===== config.mk =====
export PLATFORM = sky130hd
export DESIGN_NAME = class_constant_pool_parser_unit
export DESIGN_NICKNAME = d
export VERILOG_FILES = /design/src/design/ccp_pkg.sv /design/src/design/ccp_step.sv /design/src/design/class_constant_pool_parser_unit.sv
export SDC_FILE = /design/constraint.sdc
export NUM_CORES = 1
export LEC_CHECK = 0
export ABC_AREA = 0
export BUFFER_PORTS_ARGS = -buffer_cell sky130_fd_sc_hd__clkbuf_2
export CAP_MARGIN = 25
export CORE_MARGIN = 5
export CORE_UTILIZATION = 35
export DETAILED_ROUTE_END_ITERATION = 12
export GPL_ROUTABILITY_DRIVEN = 1
export PLACE_DENSITY_LB_ADDON = 0.15
export SKIP_LAST_GASP = 1
export SLEW_MARGIN = 20
export SYNTH_ARGS = -nofsm -noshare
export SYNTH_HDL_FRONTEND = slang
export SYNTH_SLANG_ARGS = --single-unit

===== constraint.sdc =====
create_clock -name clk -period 18.1 [get_ports clk]
set_input_delay 1.81 -clock clk [delete_from_list [all_inputs] [get_ports clk]]
set_output_delay 1.81 -clock clk [all_outputs]
set_load 0.02 [all_outputs]

===== src/design/ccp_pkg.sv =====
`default_nettype none

package ccp_pkg;

	// parse phases
	localparam logic [2:0] PH_IDLE   = 3'd0;
	localparam logic [2:0] PH_TAG    = 3'd1;
	localparam logic [2:0] PH_FIELDS = 3'd2;
	localparam logic [2:0] PH_TEXT   = 3'd3;
	localparam logic [2:0] PH_DONE   = 3'd4;

	// constant pool tags
	localparam logic [7:0] TAG_UTF8      = 8'd1;
	localparam logic [7:0] TAG_INTEGER   = 8'd3;
	localparam logic [7:0] TAG_FLOAT     = 8'd4;
	localparam logic [7:0] TAG_LONG      = 8'd5;
	localparam logic [7:0] TAG_DOUBLE    = 8'd6;
	localparam logic [7:0] TAG_CLASS     = 8'd7;
	localparam logic [7:0] TAG_STRING    = 8'd8;
	localparam logic [7:0] TAG_FIELDREF  = 8'd9;
	localparam logic [7:0] TAG_METHREF   = 8'd10;
	localparam logic [7:0] TAG_IFMETHREF = 8'd11;
	localparam logic [7:0] TAG_NAMETYPE  = 8'd12;

	localparam logic STATUS_OK  = 1'b0;
	localparam logic STATUS_ERR = 1'b1;

	typedef struct packed {
		logic [7:0] pool_byte;
		logic       start_req;
	} ccp_in_t;

	typedef struct packed {
		logic [15:0] entry_index;
		logic [7:0]  entry_tag;
		logic [31:0] value_a;
		logic [15:0] value_b;
		logic [31:0] text_offset;
		logic        status;
		logic        last;
		logic [31:0] bytes_used;
	} ccp_out_t;

	typedef struct packed {
		logic [2:0]  phase;
		logic [15:0] slot_index;
		logic [7:0]  current_tag;
		logic [3:0]  field_byte_count;
		logic [31:0] gather_word;
		logic [15:0] second_word;
		logic [15:0] text_remaining;
		logic [31:0] byte_offset;
	} ccp_state_t;

	// payload bytes after the tag; zero marks an unknown tag
	function automatic logic [3:0] payload_len(input logic [7:0] tag);
		logic [3:0] n;
		unique case (tag)
			TAG_UTF8, TAG_CLASS, TAG_STRING: n = 4'd2;
			TAG_INTEGER, TAG_FLOAT, TAG_FIELDREF, TAG_METHREF,
			TAG_IFMETHREF, TAG_NAMETYPE: n = 4'd4;
			TAG_LONG, TAG_DOUBLE: n = 4'd8;
			default: n = 4'd0;
		endcase
		return n;
	endfunction

endpackage

`default_nettype wire


===== src/design/ccp_step.sv =====
`default_nettype none

// One byte of parse: next state and the optional result.
module ccp_step (
	input  wire ccp_pkg::ccp_state_t cur,
	input  wire ccp_pkg::ccp_in_t    item,
	input  wire logic [15:0]         pool_count,
	output ccp_pkg::ccp_state_t      nxt,
	output logic                     emit,
	output ccp_pkg::ccp_out_t        res
);

	always_comb begin
		logic        active;
		logic        finish;
		logic [3:0]  n;
		logic [16:0] next_slot;
		logic        is_last;
		logic [31:0] a;
		logic [15:0] b;
		logic [31:0] toff;
		logic [1:0]  step;

		nxt    = cur;
		emit   = 1'b0;
		res    = '0;
		finish = 1'b0;
		active = (cur.phase == ccp_pkg::PH_TAG) || (cur.phase == ccp_pkg::PH_FIELDS) ||
			(cur.phase == ccp_pkg::PH_TEXT);
		n         = ccp_pkg::payload_len(item.pool_byte);
		a         = '0;
		b         = '0;
		toff      = '0;
		step      = 2'd1;
		next_slot = '0;
		is_last   = 1'b0;

		if (item.start_req) begin
			nxt.byte_offset      = '0;
			nxt.slot_index       = 16'd1;
			nxt.text_remaining   = '0;
			nxt.field_byte_count = '0;
			if (pool_count <= 16'd1) begin
				nxt.phase = ccp_pkg::PH_DONE;
				active    = 1'b0;
			end else begin
				nxt.phase = ccp_pkg::PH_TAG;
				active    = 1'b1;
			end
		end

		if (active) begin
			nxt.byte_offset = nxt.byte_offset + 32'd1;
			unique case (nxt.phase)
				ccp_pkg::PH_TAG: begin
					nxt.current_tag = item.pool_byte;
					nxt.gather_word = '0;
					nxt.second_word = '0;
					if (n == 4'd0) begin
						emit            = 1'b1;
						res.entry_index = nxt.slot_index;
						res.entry_tag   = item.pool_byte;
						res.status      = ccp_pkg::STATUS_ERR;
						res.last        = 1'b1;
						res.bytes_used  = nxt.byte_offset;
						nxt.phase       = ccp_pkg::PH_DONE;
					end else begin
						nxt.field_byte_count = n;
						nxt.phase            = ccp_pkg::PH_FIELDS;
					end
				end
				ccp_pkg::PH_FIELDS: begin
					nxt.gather_word      = {nxt.gather_word[23:0], item.pool_byte};
					nxt.field_byte_count = nxt.field_byte_count - 4'd1;
					if (nxt.field_byte_count == 4'd0) begin
						if (nxt.current_tag == ccp_pkg::TAG_UTF8) begin
							nxt.second_word = nxt.gather_word[15:0];
						end
						if (nxt.current_tag == ccp_pkg::TAG_UTF8 &&
							nxt.gather_word[15:0] != 16'd0) begin
							nxt.text_remaining = nxt.gather_word[15:0];
							nxt.phase          = ccp_pkg::PH_TEXT;
						end else begin
							finish = 1'b1;
						end
					end
				end
				default: begin
					// text bytes are skipped
					nxt.text_remaining = nxt.text_remaining - 16'd1;
					finish             = (nxt.text_remaining == 16'd0);
				end
			endcase
		end

		if (finish) begin
			priority if (nxt.current_tag == ccp_pkg::TAG_UTF8) begin
				a    = {16'd0, nxt.second_word};
				toff = nxt.byte_offset - {16'd0, nxt.second_word};
			end else if (nxt.current_tag == ccp_pkg::TAG_LONG ||
				nxt.current_tag == ccp_pkg::TAG_DOUBLE) begin
				step = 2'd2;
			end else if (nxt.current_tag == ccp_pkg::TAG_CLASS ||
				nxt.current_tag == ccp_pkg::TAG_STRING) begin
				a = {16'd0, nxt.gather_word[15:0]};
			end else if (nxt.current_tag == ccp_pkg::TAG_INTEGER ||
				nxt.current_tag == ccp_pkg::TAG_FLOAT) begin
				a = nxt.gather_word;
			end else begin
				a = {16'd0, nxt.gather_word[31:16]};
				b = nxt.gather_word[15:0];
			end
			next_slot       = {1'b0, nxt.slot_index} + {15'd0, step};
			is_last         = next_slot >= {1'b0, pool_count};
			emit            = 1'b1;
			res.entry_index = nxt.slot_index;
			res.entry_tag   = nxt.current_tag;
			res.value_a     = a;
			res.value_b     = b;
			res.text_offset = toff;
			res.status      = ccp_pkg::STATUS_OK;
			res.last        = is_last;
			res.bytes_used  = nxt.byte_offset;
			nxt.slot_index  = next_slot[15:0];
			nxt.phase       = is_last ? ccp_pkg::PH_DONE : ccp_pkg::PH_TAG;
		end
	end

endmodule

`default_nettype wire


===== src/design/class_constant_pool_parser_unit.sv =====
`default_nettype none

// Channel   Direction  Handshake            Payload
// in        to block   in_valid / in_stall   ccp_in_t  (pool_byte, start_req)
// out       from block out_valid / out_stall ccp_out_t (one per entry or error)
// cfg       to block   cfg_we                cfg_wdata (pool_count)
//
// One byte per cycle sustained while out is not stalled. A byte is held in the
// input register, then the parse step updates the state and loads the result
// register, which drives out.
// The input register only advances when the result register is empty or is
// being taken this cycle; a stall on out reaches in_stall in the same cycle.
// Reset clears parse state to idle, slot 1, and pool_count to zero.
module class_constant_pool_parser_unit (
	input  wire               clk,
	input  wire               arst_n,
	input  wire               cfg_we,
	input  wire [15:0]        cfg_wdata,
	input  wire               in_valid,
	output logic              in_stall,
	input  wire ccp_pkg::ccp_in_t in_data,
	output logic              out_valid,
	input  wire               out_stall,
	output ccp_pkg::ccp_out_t out_data
);

	logic [15:0]         pool_count_q;
	logic                valid_s1;
	ccp_pkg::ccp_in_t    item_s1;
	ccp_pkg::ccp_state_t state_q;
	ccp_pkg::ccp_state_t state_nxt;
	logic                emit;
	ccp_pkg::ccp_out_t   res;
	logic                out_valid_q;
	ccp_pkg::ccp_out_t   out_data_q;
	logic                advance;
	logic                accept;

	// the staged byte is processed whenever the result slot is free or being taken
	assign advance  = valid_s1 && (!out_valid_q || !out_stall);
	assign in_stall = valid_s1 && !advance;
	assign accept   = in_valid && !in_stall;

	assign out_valid = out_valid_q;
	assign out_data  = out_data_q;

	always_ff @(posedge clk or negedge arst_n) begin
		if (!arst_n) begin
			pool_count_q <= '0;
		end else if (cfg_we) begin
			pool_count_q <= cfg_wdata;
		end
	end

	// input register
	always_ff @(posedge clk or negedge arst_n) begin
		if (!arst_n) begin
			valid_s1 <= 1'b0;
		end else if (accept) begin
			valid_s1 <= 1'b1;
		end else if (advance) begin
			valid_s1 <= 1'b0;
		end
	end

	always_ff @(posedge clk) begin
		if (accept) begin
			item_s1 <= in_data;
		end
	end

	ccp_step u_step (
		.cur        (state_q),
		.item       (item_s1),
		.pool_count (pool_count_q),
		.nxt        (state_nxt),
		.emit       (emit),
		.res        (res)
	);

	// parse state
	always_ff @(posedge clk or negedge arst_n) begin
		if (!arst_n) begin
			state_q.phase            <= ccp_pkg::PH_IDLE;
			state_q.slot_index       <= 16'd1;
			state_q.current_tag      <= '0;
			state_q.field_byte_count <= '0;
			state_q.gather_word      <= '0;
			state_q.second_word      <= '0;
			state_q.text_remaining   <= '0;
			state_q.byte_offset      <= '0;
		end else if (advance) begin
			state_q <= state_nxt;
		end
	end

	// result register
	always_ff @(posedge clk or negedge arst_n) begin
		if (!arst_n) begin
			out_valid_q <= 1'b0;
		end else if (advance) begin
			out_valid_q <= emit;
		end else if (!out_stall) begin
			out_valid_q <= 1'b0;
		end
	end

	always_ff @(posedge clk) begin
		if (advance && emit) begin
			out_data_q <= res;
		end
	end

endmodule

`default_nettype wire

Word-level counts from Yosys, hierarchy flattened
Memories as Yosys holds them, arrays and structs flattened. A register that Yosys moved wholly into a read port is not among the register bits.
Cells that the tools add are included.

operators by class
  add/subtract/negate cells = 5
  magnitude comparators = 2
  equality and inequality tests = 14
  muxes and demuxes = 54
  bitwise logic cells = 4
  reductions and logical operators = 25

operators by type and width
  operator                                                          count
  two-way mux 32 bit                                                6
  two-way mux 138 bit                                               1
  two-way mux 108 bit                                               1
  case mux 52 bit (2 select lines)                                  1
  two-way mux 34 bit                                                3
  two-way mux 16 bit                                                6
  two-way mux 24 bit                                                3
  two-way mux 48 bit                                                1
  two-way mux 19 bit                                                2
  adder 32 x 1 -> 32 bit (second input constant)                    1
  == test 8 x 3 -> 1 bit (second input constant)                    4
  case mux 16 bit (2 select lines)                                  1
  subtractor 32 x 16 -> 32 bit                                      1
  two-way mux 3 bit                                                 6
  adder 16 x 2 -> 17 bit                                            1
  greater-or-equal comparator 17 x 16 -> 1 bit                      1
  == test 8 x 1 -> 1 bit (second input constant)                    2
  less-or-equal comparator 16 x 1 -> 1 bit (second input constant)  1
  zero test 16 bit                                                  1
  two-way mux 4 bit                                                 4
  nonzero test 16 bit                                               1
  subtractor 16 x 1 -> 16 bit (second input constant)               1
  two-way mux 1 bit                                                 13
  zero test 4 bit                                                   3
  other kinds (18)                                                  39

word-level totals
  register bits = 292
  bits in read-only memories = 48
  output and inout port bits = 140
  word-level logic and storage cells = 127
  memories = 1

memories
  memory           words  width  read ports  clocked after Yosys merged registers in  write ports  RTL line       text
  (no name shown)  16     3      1           1                                        0            ccp_pkg.sv:58  unique case (tag)

Longest topological paths before layout
Gate-level depths: netlist of the first run.

  depth in word-level cells = 15
  depth in mapped cells = 24

By module
A second synthesis of the first run with hierarchy kept.

second synthesis, totals
  cell total of the unflattened synthesis = 1610
  area, all modules = 16915.0 um^2

by module, submodules not included
  module                           times used  cells each  area each (um^2)  sequential area each (um^2)
  class_constant_pool_parser_unit  1           460         9960.8            8044.0
  ccp_step                         1           1150        6954.2            0.0

Worst setup path after synthesis of the first run
Ideal clock, no wire load.

  path kind = register -> register
  start point = register item_s1[0] (netlist name)
  end point = register out_data_q, in the netlist out_data[0], enable pin
  data arrival time = 9.216 ns
  data required time = 17.462 ns
  path slack = 8.246 ns
  stages on the path, launching flop included = 17
  buffers on the path = 6
  clock period less this slack = 9.854 ns
  cells stage by stage = edfxtp_1 -> buf_2 -> inv_1 -> clkbuf_1 -> clkbuf_1 -> buf_1 -> nand2_1 -> ha_1 -> clkbuf_1 -> or3b_2 -> o41ai_1 -> a2111oi_0 -> and3_1 -> nand4_1 -> and3_1 -> clkbuf_1 -> nor2_1

on the way
  word-level cells in the longest chain between the ends = 8

RTL lines
  item                                                                                 RTL line                                text
  start: declaration                                                                   class_constant_pool_parser_unit.sv:29   ccp_pkg::ccp_in_t item_s1;
  start signal: assignment                                                             class_constant_pool_parser_unit.sv:68   item_s1 <= in_data;
  parallel branches: the longest is 6 deep, another holds subtractor 16 x 1 -> 16 bit  n/a
  two-way mux 1 bit *                                                                  ccp_step.sv:96                          if (finish) begin
  logical AND 1 bit *                                                                  class_constant_pool_parser_unit.sv:109  if (advance && emit) begin
  end signal: assignment                                                               class_constant_pool_parser_unit.sv:110  out_data_q <= res;
  end: declaration                                                                     class_constant_pool_parser_unit.sv:35   ccp_pkg::ccp_out_t out_data_q;

Mark *: on every way between the ends.
A chain may end at the register's enable or synchronous reset.

==> metrics.txt, run 1 <==
post-synth net total 1723; final WL 48500 um; clock slew seen by the registers of the worst setup and hold paths 0.06 ns; TritonCTS clock tree yes; Post-CTS Hold Buffers 0; Highest Clock Rate about 160 MHz; Inserted Diodes 0; mean post-synth cell area around 10 um^2; final-layout setup total negative slack 0 ns; result of the run finished clean; clock period minus worst slack 6.24 ns; GRT Overall Usage 18.8%; asr flop ratio synth 49.2%; Clock Path Buffers 3; leading register cell type out of synthesis edfxtp_1; standard-cell row count 78; post_cts resized 0; crit path max-delay cell type nor3_1; Final Wtd Congestion about 0.86; initial antenna violation count 0; Max stage delay on crit path 0.57 ns; P_sw 513 uW; per-cell via count in the routed design around 5.4; crit path kind register to register; kind of start point of the critical path register; ratio of final minimum period to clock period 34.5%; actual slew at the worst max-slew pin 0.936 ns; type of the worst min-delay path register to register; fraction of power consumed by the clock network 42.6%; crit end category register; via count approximately 13000; final number of max-transition violations 0; critical path peak fanout 51; top library cells by usage in the layout, fill and taps aside nand2_1 (212), clkbuf_2 (168), nor2_1 (164); Starting Density 35.4%; final hold vios 0; die area 50300 um^2; combinational power share 13.9%; DP Wirelength 33900 um; total congestion overflow after global routing 0; latest clock arrival within the worst-skew pair 0.57 ns; portion of the post-synthesis area used by sequential elements 50.4%; Max Cap Violations 0; unrepaired setup endpoints after global routing false; cell at the root of the clock tree clkbuf_16; Max VDD drop just over 0.00006 V; post-route worst hold slack 0.473 ns; switching share of power between 20% and 30%; worst max-slew margin expressed relative to the limit 37.6%; warnings from Yosys 0; Layout Nets between 1500 and 2000; worst setup path end out_data[32]; minimum setup slack among reg-to-reg paths 11.86 ns; worst r2r src item_s1[0]; vias in the first global route 12842; origin of the worst setup path item_s1[0]; antenna violation net count after detailed routing 0; I/O pin count 170; cell count of the worst reg-to-reg path 21; drt pass-1 iters 6; Finished Layout Cells 2405; reg2reg end out_data[32]; number of CTS-inserted buffers 36; first-pass GRT wire length about 75000 um; # placed instances 2338; CORE AREA roughly 45000 um^2; share of layout cells above drive strength 1 ~17%; required time reported for the critical path endpoint 18.38 ns; Horiz. Die Dim roughly 220 um; most frequent standard cell in the layout excluding fill and tap cells nand2_1; data arrival time of the critical path 6.52 ns; number of clock sinks just under 300; synthesis-stage register bit count 295; Syn-to-layout area delta 16.8%; Port Buf Inserts 169; leak pwr between 7 and 8 nW; sequential fraction of design power 43.5%; maximum number of pins on one net before global-route repair 81; Die Ht 224 um; final setup violation count 0; number of enable flip-flop cells after synthesis 147; synth unique cells 89; power density over the cells 97.4 nW/um^2; Synth Instances 1648; internal power component approximately 1.3 mW; Synth Cell Area 16100 um^2; routed wirelength normalized by instance count 20.2 um; CP cell instances buf_4 > nor4b_4 > nand4_1 > o21ai_2 > buf_4 > mux2i_1 > or2_2 > inv_1 > ha_1 > a21oi_1 > nor3_1 > nand3_1 > nor3_1 > and3_1 > xnor2_1 > nor2_1 > ha_1 > a21oi_1 > o41ai_1 > a311oi_1 > o21ai_0; clock skew 0.0246 ns; Remaining DRCs 0; post-CTS setup-driven buffer insertion count 0; number of levels the H-tree was split into 2; Detailed Route Iter0 Violations ~1000
## kinds of logic after synthesis
| logic type | count (synthesis) | share of synthesized area [%] |
|---|---|---|
| AND/OR/NAND/NOR | 671 | 20.9 |
| AO/OA/AOI/OAI | 369 | 14.3 |
| buffers and inverters | 145 | 3.57 |
| XOR/XNOR | 76 | 4.19 |
| multiplexers | 47 | 3.04 |
| adder cells (fa/ha/maj) | 45 | 3.60 |
| flip-flops | 295 | 50.4 |
## flip-flops by register name, indices dropped and copies added, names as in the netlist, named ones only
register      count
item_s1           9
pool_count_q     16
valid_s1          1
out_valid         1
state_q         127
out_data        138
## stage by stage
step	total power [mW]	cell area (um^2)	worst slack [ns]	util (%)
floorplan	0.975	16100	8.25	-
global placement	1.06	17500	12.18	38.5
detailed placement	1.06	17500	11.98	38.5
CTS	1.85	18800	11.94	41.3
global route	1.91	18800	11.32	41.4
finish	1.83	18800	11.86	41.4
## layout make-up
type | instances | area (um^2)
multi-input combinational | 1208 | 7430
inverter | 40 | 150
timing repair buffer | 196 | 1070
sequential | 295 | 8100
clock inverter | 19 | 278
clock buffer | 47 | 993
tap | 600 | 751
fill | 4444 | 26600
## worst max-delay path, delay by kind of cell (launching register included)
kind            cells  cell delay [ns]
xor+xnor            1             0.14
mux                 1             0.28
compound gates      6             1.08
flops               1             0.32
buf+inv             3             1.01
simple gates        8             2.49
fa+ha+maj           2             0.60
## routing by layer
layer	global-route usage [%]	share of wire [%]	up-vias	wire, um
li1	-	-	6215	-
met1	27.1	47	6226	22600
met2	29.9	46	385	22200
met3	2.56	5.3	64	2560
met4	5.56	2.4	0	1140
met5	0	0	-	0
## worst min-delay path by stage
stage / start / end / slack (ns) / cells past startpoint
finish: state_q[55] / state_q[55] / 0.47 / 2
global route: state_q[59] / state_q[59] / 0.51 / 2
CTS: state_q[55] / state_q[55] / 0.48 / 2
detailed placement: state_q[49] / state_q[49] / 0.47 / 2
global placement: state_q[52] / state_q[52] / 0.46 / 2
floorplan: state_q[48] / state_q[48] / 0.44 / 2
## power by group through the flow
stage	logic (mW)	registers [mW]	clock network [mW]
floorplan	0.162	0.813	0
global placement	0.253	0.807	0
detailed placement	0.254	0.807	0
CTS	0.255	0.795	0.799
global route	0.280	0.801	0.824
finish	0.253	0.796	0.779
## Yosys cell counts (7+ instances only)
library cell,instances,share of area (%)
mux2i_1,33,2.1
nand2b_1,11,0.43
nor3_1,29,0.90
nor2b_1,25,0.97
a22oi_1,8,0.37
nor2_1,165,3.9
xnor2_1,48,2.6
clkbuf_1,81,1.9
o31ai_1,19,0.89
nand4_1,17,0.66
a21oi_1,94,2.9
dfrtp_1,144,22
o21ai_0,124,3.9
mux2_2,14,0.98
a31oi_1,14,0.54
and2_1,21,0.82
or3_1,8,0.31
o41ai_1,7,0.38
or4_1,12,0.56
xor2_1,27,1.5
nor4_1,21,0.82
and3_1,54,2.1
buf_1,12,0.28
ha_1,43,3.3
a21o_1,8,0.37
inv_1,40,0.93
nand3_1,41,1.3
nand2_1,213,5.0
o2bb2ai_1,11,0.60
buf_2,9,0.28
a22o_1,19,1.0
or2_2,11,0.43
edfxtp_1,147,27
Power figures use the tool's default switching activity.
==> inputs of run 2 (changes only) <==
Clock period 18.1 ns to 5.5 ns, I/O delays scaled along.
==> metrics.txt, run 2 (synthesized netlist as in run 1, its figures left out) <==
result of the run finished clean (unchanged); worst r2r src pool_count_q[10] (was item_s1[0]); Max stage delay on crit path 0.55 ns (was 0.57 ns); unrepaired setup endpoints after global routing false (unchanged); drt pass-1 iters 5 (was 6); final setup violation count 0 (unchanged); Port Buf Inserts 169 (unchanged); initial antenna violation count 0 (unchanged); cell area after layout 18900 um^2 (was 18800 um^2); Max Cap Violations 0 (unchanged); per-cell via count in the routed design 5.40 (was 5.36); vias in the first global route 12629 (was 12842); CORE AREA 45400 um^2 (unchanged); DP Wirelength 34700 um (was 33900 um); type of the worst min-delay path input port to register (was register to register); data arrival time of the critical path 5.32 ns (was 6.52 ns); latest clock arrival within the worst-skew pair 0.55 ns (was 0.57 ns); ratio of final minimum period to clock period 91.8% (was 34.5%); most frequent standard cell in the layout excluding fill and tap cells nand2_1 (unchanged); Horiz. Die Dim 224 um (unchanged); Layout Nets 1875 (was 1852); final-layout setup total negative slack 0 ns (unchanged); crit path kind register to register (unchanged); kind of start point of the critical path register (unchanged); Syn-to-layout area delta 17.5% (was 16.8%); path length in cells of the critical path 19 (was 21); cell at the root of the clock tree clkbuf_16 (unchanged); Inserted Diodes 0 (unchanged); # placed instances 2359 (was 2338); clock skew 0.0265 ns (was 0.0246 ns); number of CTS-inserted buffers 36 (unchanged); clock period minus worst slack 5.05 ns (was 6.24 ns); GRT Overall Usage 19.1% (was 18.8%); total congestion overflow after global routing 0 (unchanged); final WL 49200 um (was 48500 um); final number of max-transition violations 0 (unchanged); crit path max-delay cell type or4_1 (was nor3_1); via count 13105 (was 12890); CP cell instances nor4_1 > nand4_1 > buf_4 > o21ai_2 > mux2i_1 > or2_2 > ha_1 > fa_1 > nand3_1 > or4_1 > or3_1 > a21oi_1 > ha_1 > and4_1 > nand4_1 > a221o_1 > a31oi_1 > a311oi_1 > o21ai_0 (was buf_4 > nor4b_4 > nand4_1 > o21ai_2 > buf_4 > mux2i_1 > or2_2 > inv_1 > ha_1 > a21oi_1 > nor3_1 > nand3_1 > nor3_1 > and3_1 > xnor2_1 > nor2_1 > ha_1 > a21oi_1 > o41ai_1 > a311oi_1 > o21ai_0); antenna violation net count after detailed routing 0 (unchanged); Clock Path Buffers 3 (unchanged); top library cells by usage in the layout, fill and taps aside nand2_1 (212), clkbuf_2 (168), nor2_1 (164) (unchanged); critical path peak fanout 6 (was 51); I/O pin count 170 (unchanged); final hold vios 0 (unchanged); Detailed Route Iter0 Violations 978 (was 979); post-CTS setup-driven buffer insertion count 0 (unchanged); actual slew at the worst max-slew pin 0.977 ns (was 0.936 ns); leak pwr 7.85 nW (was 7.79 nW); standard-cell row count 78 (unchanged); Final Wtd Congestion 0.856 (was 0.861); share of layout cells above drive strength 1 17.9% (was 16.9%); die area 50300 um^2 (unchanged); Remaining DRCs 0 (unchanged); combined buffer and inverter count along the critical path 1 (was 3); maximum number of pins on one net before global-route repair 97 (was 81); total cell area at the placement stage 17700 um^2 (was 17500 um^2); origin of the worst setup path pool_count_q[10] (was item_s1[0]); number of clock sinks 295 (unchanged); first-pass GRT wire length 75900 um (was 75400 um); Top Family by Delay on Critical Path simple AND/OR/NAND/NOR gates (unchanged); reg2reg end out_data[32] (unchanged); Highest Clock Rate 198 MHz (was 160 MHz); Max VDD drop 0.000215 V (was 0.0000611 V); clock slew seen by the registers of the worst setup and hold paths 0.06 ns (about the same); power density over the cells 308 nW/um^2 (was 97.4 nW/um^2); number of levels the H-tree was split into 2 (unchanged); minimum setup slack among reg-to-reg paths 0.45 ns (was 11.86 ns); cell count of the worst reg-to-reg path 19 (was 21); worst max-slew margin expressed relative to the limit 34.7% (was 37.6%); routed wirelength normalized by instance count 20.3 um (was 20.2 um); Die Ht 224 um (unchanged); Finished Layout Cells 2428 (was 2405); required time reported for the critical path endpoint 5.77 ns (was 18.38 ns); Starting Density 35.4% (unchanged); TritonCTS clock tree yes (unchanged); worst setup path end out_data[32] (unchanged); crit end category register (unchanged); max reg flops 138 (unchanged)
## run 2: repair_timing
| item | 4_1_cts | 5_1_grt |
|---|---|---|
| resized for setup | 0 | 2 |
| endpoints found under the setup margin | 0 | 1 |
| endpoints found under the hold margin | 37 | 0 |
| hold buffers | 1 | 0 |
## run 2: per-layer routing
| metal | routed length, um | global-route usage [%] | vias up |
|---|---|---|---|
| li1 | - | - | 6254 |
| met1 | 23400 | 27.8 | 6407 |
| met2 | 22200 | 29.7 | 382 |
| met3 | 2690 | 3.34 | 62 |
| met4 | 968 | 4.71 | 0 |
| met5 | 0 | 0 | - |
## run 2: worst min-delay path by stage
stage | startpoint | endpoint | slack, ns | depth (start not counted)
after floorplan | arst_n | out_valid | 0.25 | 0
after global placement | state_q[94] | state_q[94] | 0.46 | 2
after detailed placement | state_q[91] | state_q[91] | 0.46 | 2
after CTS | in_data[5] | item_s1[5] | 0.15 | 1
after global routing | in_data[5] | item_s1[5] | 0.15 | 1
final | in_data[5] | item_s1[5] | 0.18 | 1
## run 2: stage by stage
| step | power (mW) | util, % | setup slack [ns] | hold slack, ns |
|---|---|---|---|---|
| floorplan | 3.21 | - | 0.00311 | 0.254 |
| global placement | 3.52 | 39.0 | 0.509 | 0.457 |
| detailed placement | 3.53 | 39.0 | 0.344 | 0.463 |
| CTS | 5.87 | 41.5 | 0.327 | 0.145 |
| global route | 6.07 | 41.6 | 0.0936 | 0.154 |
| finish | 5.81 | 41.6 | 0.449 | 0.179 |
## run 2: layout make-up
cell class              count  area, um^2
well taps                 600         751
multi-input cells        1208        7450
clock buffers              50        1010
clock inverters            16         121
inverters                  40         150
fillers                  4508       26500
repair buffers            219        1290
flip-flops and latches    295        8100
## run 2: power breakdown
part	switching, mW	total, mW	internal, mW
registers	0.146	2.61	2.47
clock network	0.971	2.32	1.35
logic	0.569	0.880	0.311
total	1.69	5.81	4.13
